[config.mk]
export PLATFORM = sky130hd
export DESIGN_NAME = cps_front
export DESIGN_NICKNAME = d
export VERILOG_FILES = /design/src/rtl/cps_pkg.sv /design/src/rtl/cps_front.sv
export SDC_FILE = /design/constraint.sdc
export NUM_CORES = 1
export LEC_CHECK = 0
export ABC_AREA = 1
export BUFFER_PORTS_ARGS = -buffer_cell sky130_fd_sc_hd__buf_2
export CELL_PAD_IN_SITES_DETAIL_PLACEMENT = 0
export CELL_PAD_IN_SITES_GLOBAL_PLACEMENT = 1
export CORE_MARGIN = 8
export CORE_UTILIZATION = 47
export CTS_CLUSTER_SIZE = 12
export DETAILED_ROUTE_END_ITERATION = 7
export PLACE_DENSITY = 0.87
export SYNTH_ARGS = -nofsm -noshare
export SYNTH_HDL_FRONTEND = slang
export SYNTH_SLANG_ARGS = --single-unit
[constraint.sdc]
create_clock -name clk -period 4.8 [get_ports clk]
set_clock_uncertainty 0.1 [all_clocks]
set_input_delay 0.96 -clock clk [delete_from_list [all_inputs] [get_ports clk]]
set_output_delay 0.96 -clock clk [all_outputs]
set_load 0.005 [all_outputs]
[src/rtl/cps_pkg.sv]
// shared types and constants for the critical path scheduler
// no dependencies
`default_nettype none
package cps_pkg;

  localparam int MAX_NODES = 1024;
  localparam int MAX_EDGES = 4096;

  localparam int NODE_W  = $clog2(MAX_NODES);        // node index
  localparam int NCNT_W  = $clog2(MAX_NODES) + 1;    // node count
  localparam int EADDR_W = $clog2(MAX_EDGES);        // edge store address
  localparam int ECNT_W  = $clog2(MAX_EDGES) + 1;    // edge count
  localparam int DEG_W   = $clog2(MAX_EDGES) + 1;
  localparam int TIME_W  = 32;
  localparam int EDGE_W  = 2 * NODE_W + TIME_W;
  localparam int FQ_DEPTH = 4;
  localparam int FQ_AW    = $clog2(FQ_DEPTH);

  localparam logic [NCNT_W-1:0] NODE_LIMIT = NCNT_W'(MAX_NODES);
  localparam logic [ECNT_W-1:0] EDGE_LIMIT = ECNT_W'(MAX_EDGES);
  localparam logic [NCNT_W-1:0] NODE_COUNT_RESET = NCNT_W'(1024);

  localparam logic [1:0] CMD_ADD   = 2'd0;
  localparam logic [1:0] CMD_CALC  = 2'd1;
  localparam logic [1:0] CMD_READ  = 2'd2;
  localparam logic [1:0] CMD_CLEAR = 2'd3;

  localparam logic [1:0] KIND_LENGTH = 2'd0;
  localparam logic [1:0] KIND_EDGE   = 2'd1;
  localparam logic [1:0] KIND_END    = 2'd2;

  typedef struct packed {
    logic [1:0]        cmd;
    logic              needs_out;
    logic [NODE_W-1:0] from_node;
    logic [NODE_W-1:0] to_node;
    logic [TIME_W-1:0] duration;
  } cps_item_t;

  typedef struct packed {
    logic      valid;
    cps_item_t item;
  } cps_req_t;

endpackage
`default_nettype wire

[src/rtl/cps_front.sv]
// front end: takes requests, tags the ones that return a result, queues them
// depends on cps_pkg
`default_nettype none
module cps_front (
  input  wire logic                     clk,
  input  wire logic                     rst_n,
  input  wire logic                     in_valid,
  output logic                          in_ready,
  input  wire logic [1:0]               in_cmd,
  input  wire logic [cps_pkg::NODE_W-1:0] in_from_node,
  input  wire logic [cps_pkg::NODE_W-1:0] in_to_node,
  input  wire logic [cps_pkg::TIME_W-1:0] in_duration,
  input  wire logic                     hold,
  output cps_pkg::cps_req_t             req,
  input  wire logic                     pop
);

  cps_pkg::cps_item_t           fq_mem [cps_pkg::FQ_DEPTH];
  logic [cps_pkg::FQ_AW-1:0]    wr_ptr_r, wr_ptr_nxt;
  logic [cps_pkg::FQ_AW-1:0]    rd_ptr_r, rd_ptr_nxt;
  logic [cps_pkg::FQ_AW:0]      cnt_r, cnt_nxt;
  cps_pkg::cps_item_t           item_in;
  logic                         push;
  logic                         do_pop;

  always_comb begin
    item_in.cmd       = in_cmd;
    item_in.needs_out = (in_cmd == cps_pkg::CMD_CALC) || (in_cmd == cps_pkg::CMD_READ);
    item_in.from_node = in_from_node;
    item_in.to_node   = in_to_node;
    item_in.duration  = in_duration;
  end

  assign in_ready  = (cnt_r != (cps_pkg::FQ_AW+1)'(cps_pkg::FQ_DEPTH)) && !hold;
  assign push      = in_valid && in_ready;
  assign req.valid = (cnt_r != '0);
  assign req.item  = fq_mem[rd_ptr_r];
  assign do_pop    = pop && req.valid;

  always_comb begin
    wr_ptr_nxt = push ? wr_ptr_r + 1'b1 : wr_ptr_r;
    rd_ptr_nxt = do_pop ? rd_ptr_r + 1'b1 : rd_ptr_r;
    cnt_nxt    = cnt_r;
    if (push && !do_pop) begin
      cnt_nxt = cnt_r + 1'b1;
    end else if (!push && do_pop) begin
      cnt_nxt = cnt_r - 1'b1;
    end
  end

  always_ff @(posedge clk) begin
    if (push) begin
      fq_mem[wr_ptr_r] <= item_in;
    end
  end

  always_ff @(posedge clk) begin
    if (!rst_n) begin
      wr_ptr_r <= '0;
      rd_ptr_r <= '0;
      cnt_r    <= '0;
    end else begin
      wr_ptr_r <= wr_ptr_nxt;
      rd_ptr_r <= rd_ptr_nxt;
      cnt_r    <= cnt_nxt;
    end
  end

endmodule
`default_nettype wire

==> out/qor.txt <==
Final Hold Fails -> 0
Post-synthesis cell count -> 606
Clock Sinks -> 229
CP Class -> reg2out
Starting DRT DRC Count -> 437
Distinct cells, synth -> 19
Die height -> 152 um
Ranking of synthesized cells by area -> edfxtp_1 (76%), nor2_1 (5.3%), o22ai_1 (4.0%)
Final GP Congestion -> 0.736
Vias in the first global route -> 5512
Area of the mapped netlist -> 0.00866 mm^2
Highest Clock Rate -> 294 MHz
Largest net degree at the start of global routing -> 111
Pre-Repair DR Iteration Count -> 4
Max_slew headroom -> 29.4%
DP HPWL -> 10700 um
Synth Net Count -> 671
Layout area overhead -> 16.9%
Sequential power share -> 46.3%
Sequential share of the synthesized area -> 78.3%
Crit-path slowest cell -> buf_4
CTS tree -> built
Async set-reset flop share out of synthesis -> 0%
Worst Path Required -> 3740 ps
Power Internal -> 3.66 mW
Yosys top cell area share -> 76.3%
First-pass GRT wire length -> 28300 um
Crit path cell chain -> buf_4 > o21ai_0 > o22ai_1 > buf_2
Residual DRC -> 0
Vias per cell -> 5.50
Worst Hold Class -> reg2reg
CTS Hold Bufs -> 0
Finish-stage setup viols -> 0
Largest delay contributor family on the critical path -> buffers and inverters
DRT Wirelength -> 18100 um
Status -> complete, no violations
Antenna Cells -> 0
Core footprint -> 0.0180 mm^2
LEAKAGE -> 3.56 nW
PwrDens -> 502 mW/mm^2
P_sw -> 1.43 mW
Grt total ovfl -> 0
Die X -> 152 um
H-tree depth -> 1
Max stage delay on crit path -> 800 ps
Storage cell area -> 0.00679 mm^2
Post-synth EDFFs -> 220
Clk Latency, worst-skew pair -> 500 ps
Clk slew on worst S/H paths -> 50 ps
Area of the multi-input gates -> 0.00160 mm^2
Startpoint types -> register
Post-CTS setup buffer count -> 0
Max_cap viols -> 0
Std-Cell Rows -> 49
DR vias -> 5288
Main synth FF type -> edfxtp_1
PortBufs -> 115
Die ar. -> 0.0230 mm^2
Layout cells sized above 1 -> 21.7%
Final worst-path cycle share -> 70.8%
GRT Total Usage -> 15.5%
Root buffer cell -> clkbuf_16
Hold WS -> 416 ps
Avg Synthesized Cell Area -> 14.3 um^2
Slew @ Worst Pin -> 1060 ps
Initial antenna violation count -> 1
Clock Power Share -> 31.8%
WL/cell -> 18.9 um
Top post-synthesis cells by count -> edfxtp_1 (220), nor2_1 (122), o21ai_0 (66)
Count leader, synth -> edfxtp_1
Critical Path AT -> 2340 ps
Worst-path maximum fanout -> 110
Comb pwr share -> 21.8%
Synth Warn # -> 0
Fillers -> 1444
#FFs+latches synth -> 229
Starting density of the core -> 48.1%
WP buf/inv -> 2
Yosys top cell by area -> edfxtp_1
Post-route minimum period -> 3400 ps
RSZ-0062 raised after global routing -> no
Final Max Slew Viols -> 0
Cts repair resizes -> 0
Nets -> 784
Clock buffer count from CTS -> 24
Sum of negative setup slack -> 0 ps
DRT antenna net count -> 0
Worst VDD drop -> 0.301 mV
Crit end category -> output pin
Clock Path Buffers -> 3
Switching Share -> 28.1%
I/O pins -> 116
[cell type report]
| type | instances | share of cell area, % |
|---|---|---|
| sequential | 229 | 67.1 |
| multi-input combinational | 322 | 15.8 |
| timing repair buffer | 122 | 6.82 |
| clock buffer | 33 | 6.47 |
| tap | 229 | 2.83 |
| inverter | 20 | 0.754 |
| clock inverter | 6 | 0.259 |
[power by group through the flow]
| stage | Combinational (mW) | Clock, mW | Sequential, mW |
|---|---|---|---|
| finish | 1.11 | 1.62 | 2.36 |
| global route | 1.25 | 1.73 | 2.36 |
| detailed placement | 1.12 | 0 | 2.40 |
| global placement | 1.08 | 0 | 2.39 |
| floorplan | 0.707 | 0 | 2.39 |
| CTS | 1.13 | 1.65 | 2.36 |
[worst reg2reg max path: stages, from the launching register on]
cell     delay [ps]
dfxtp_1         390
nor2_1           90
nand2_1         100
nand3_1         380
nor2_4          780
buf_12          320
[cell families after synthesis]
family / share of synthesized area (%)
compound gates: 10.6
xor+xnor: 0.202
fa+ha+maj: 0.953
buf+inv: 3.52
flops: 78.3
simple gates: 6.36
[through the flow]
stage	util, %	area [um^2]	setup slack [ps]	instances	total power [mW]
global route	56.2	10100	1230	961	5.34
CTS	56.2	10100	1380	961	5.14
floorplan	-	8660	680	606	3.10
finish	56.2	10100	1400	961	5.08
global placement	52.4	9450	1730	922	3.48
detailed placement	52.4	9450	1660	922	3.52
[metal layers]
layer	routed length [um]	GRT usage, %	vias up
met1	7550	18.7	2609
met2	9020	27.0	167
met4	299	5.10	2
met5	11	0	-
met3	1240	3.50	31
li1	-	-	2479
[registers in the layout, summed over array words and instances (netlist names), named ones only]
name,cells
cnt_r,3
rd_ptr_r,2
wr_ptr_r,2
fq_mem,220
[final timing paths]
path	start	end	slack (ps)	cells after the start
max	register	req[38]	1400	4
min	rd_ptr_r[0]$_SDFFE_PN0P_	register	420	2
max reg2reg	cnt_r[0]$_SDFFE_PN0P_	fq_mem[1][3]$_DFFE_PP_	2300	5
min reg2reg	rd_ptr_r[0]$_SDFFE_PN0P_	register	420	2
[cell usage in the layout (no fill, tap or decap), types with 2 or more instances in the layout]
cell type    n
o21ai_0     66
clkbuf_16   25
clkinv_2     4
inv_1       17
clkbuf_1     8
nand3_1      4
edfxtp_1   220
buf_4        2
nand4_1      2
a21oi_1      4
o22ai_1     55
buf_12       5
o21ai_1     45
nor2_4       4
dfxtp_1      7
buf_2      115
xor2_1       2
nor2_1     118
ha_1         5
clkinv_1     3
inv_2        2
nand2_1     16
Power figures use the tool's default switching activity.
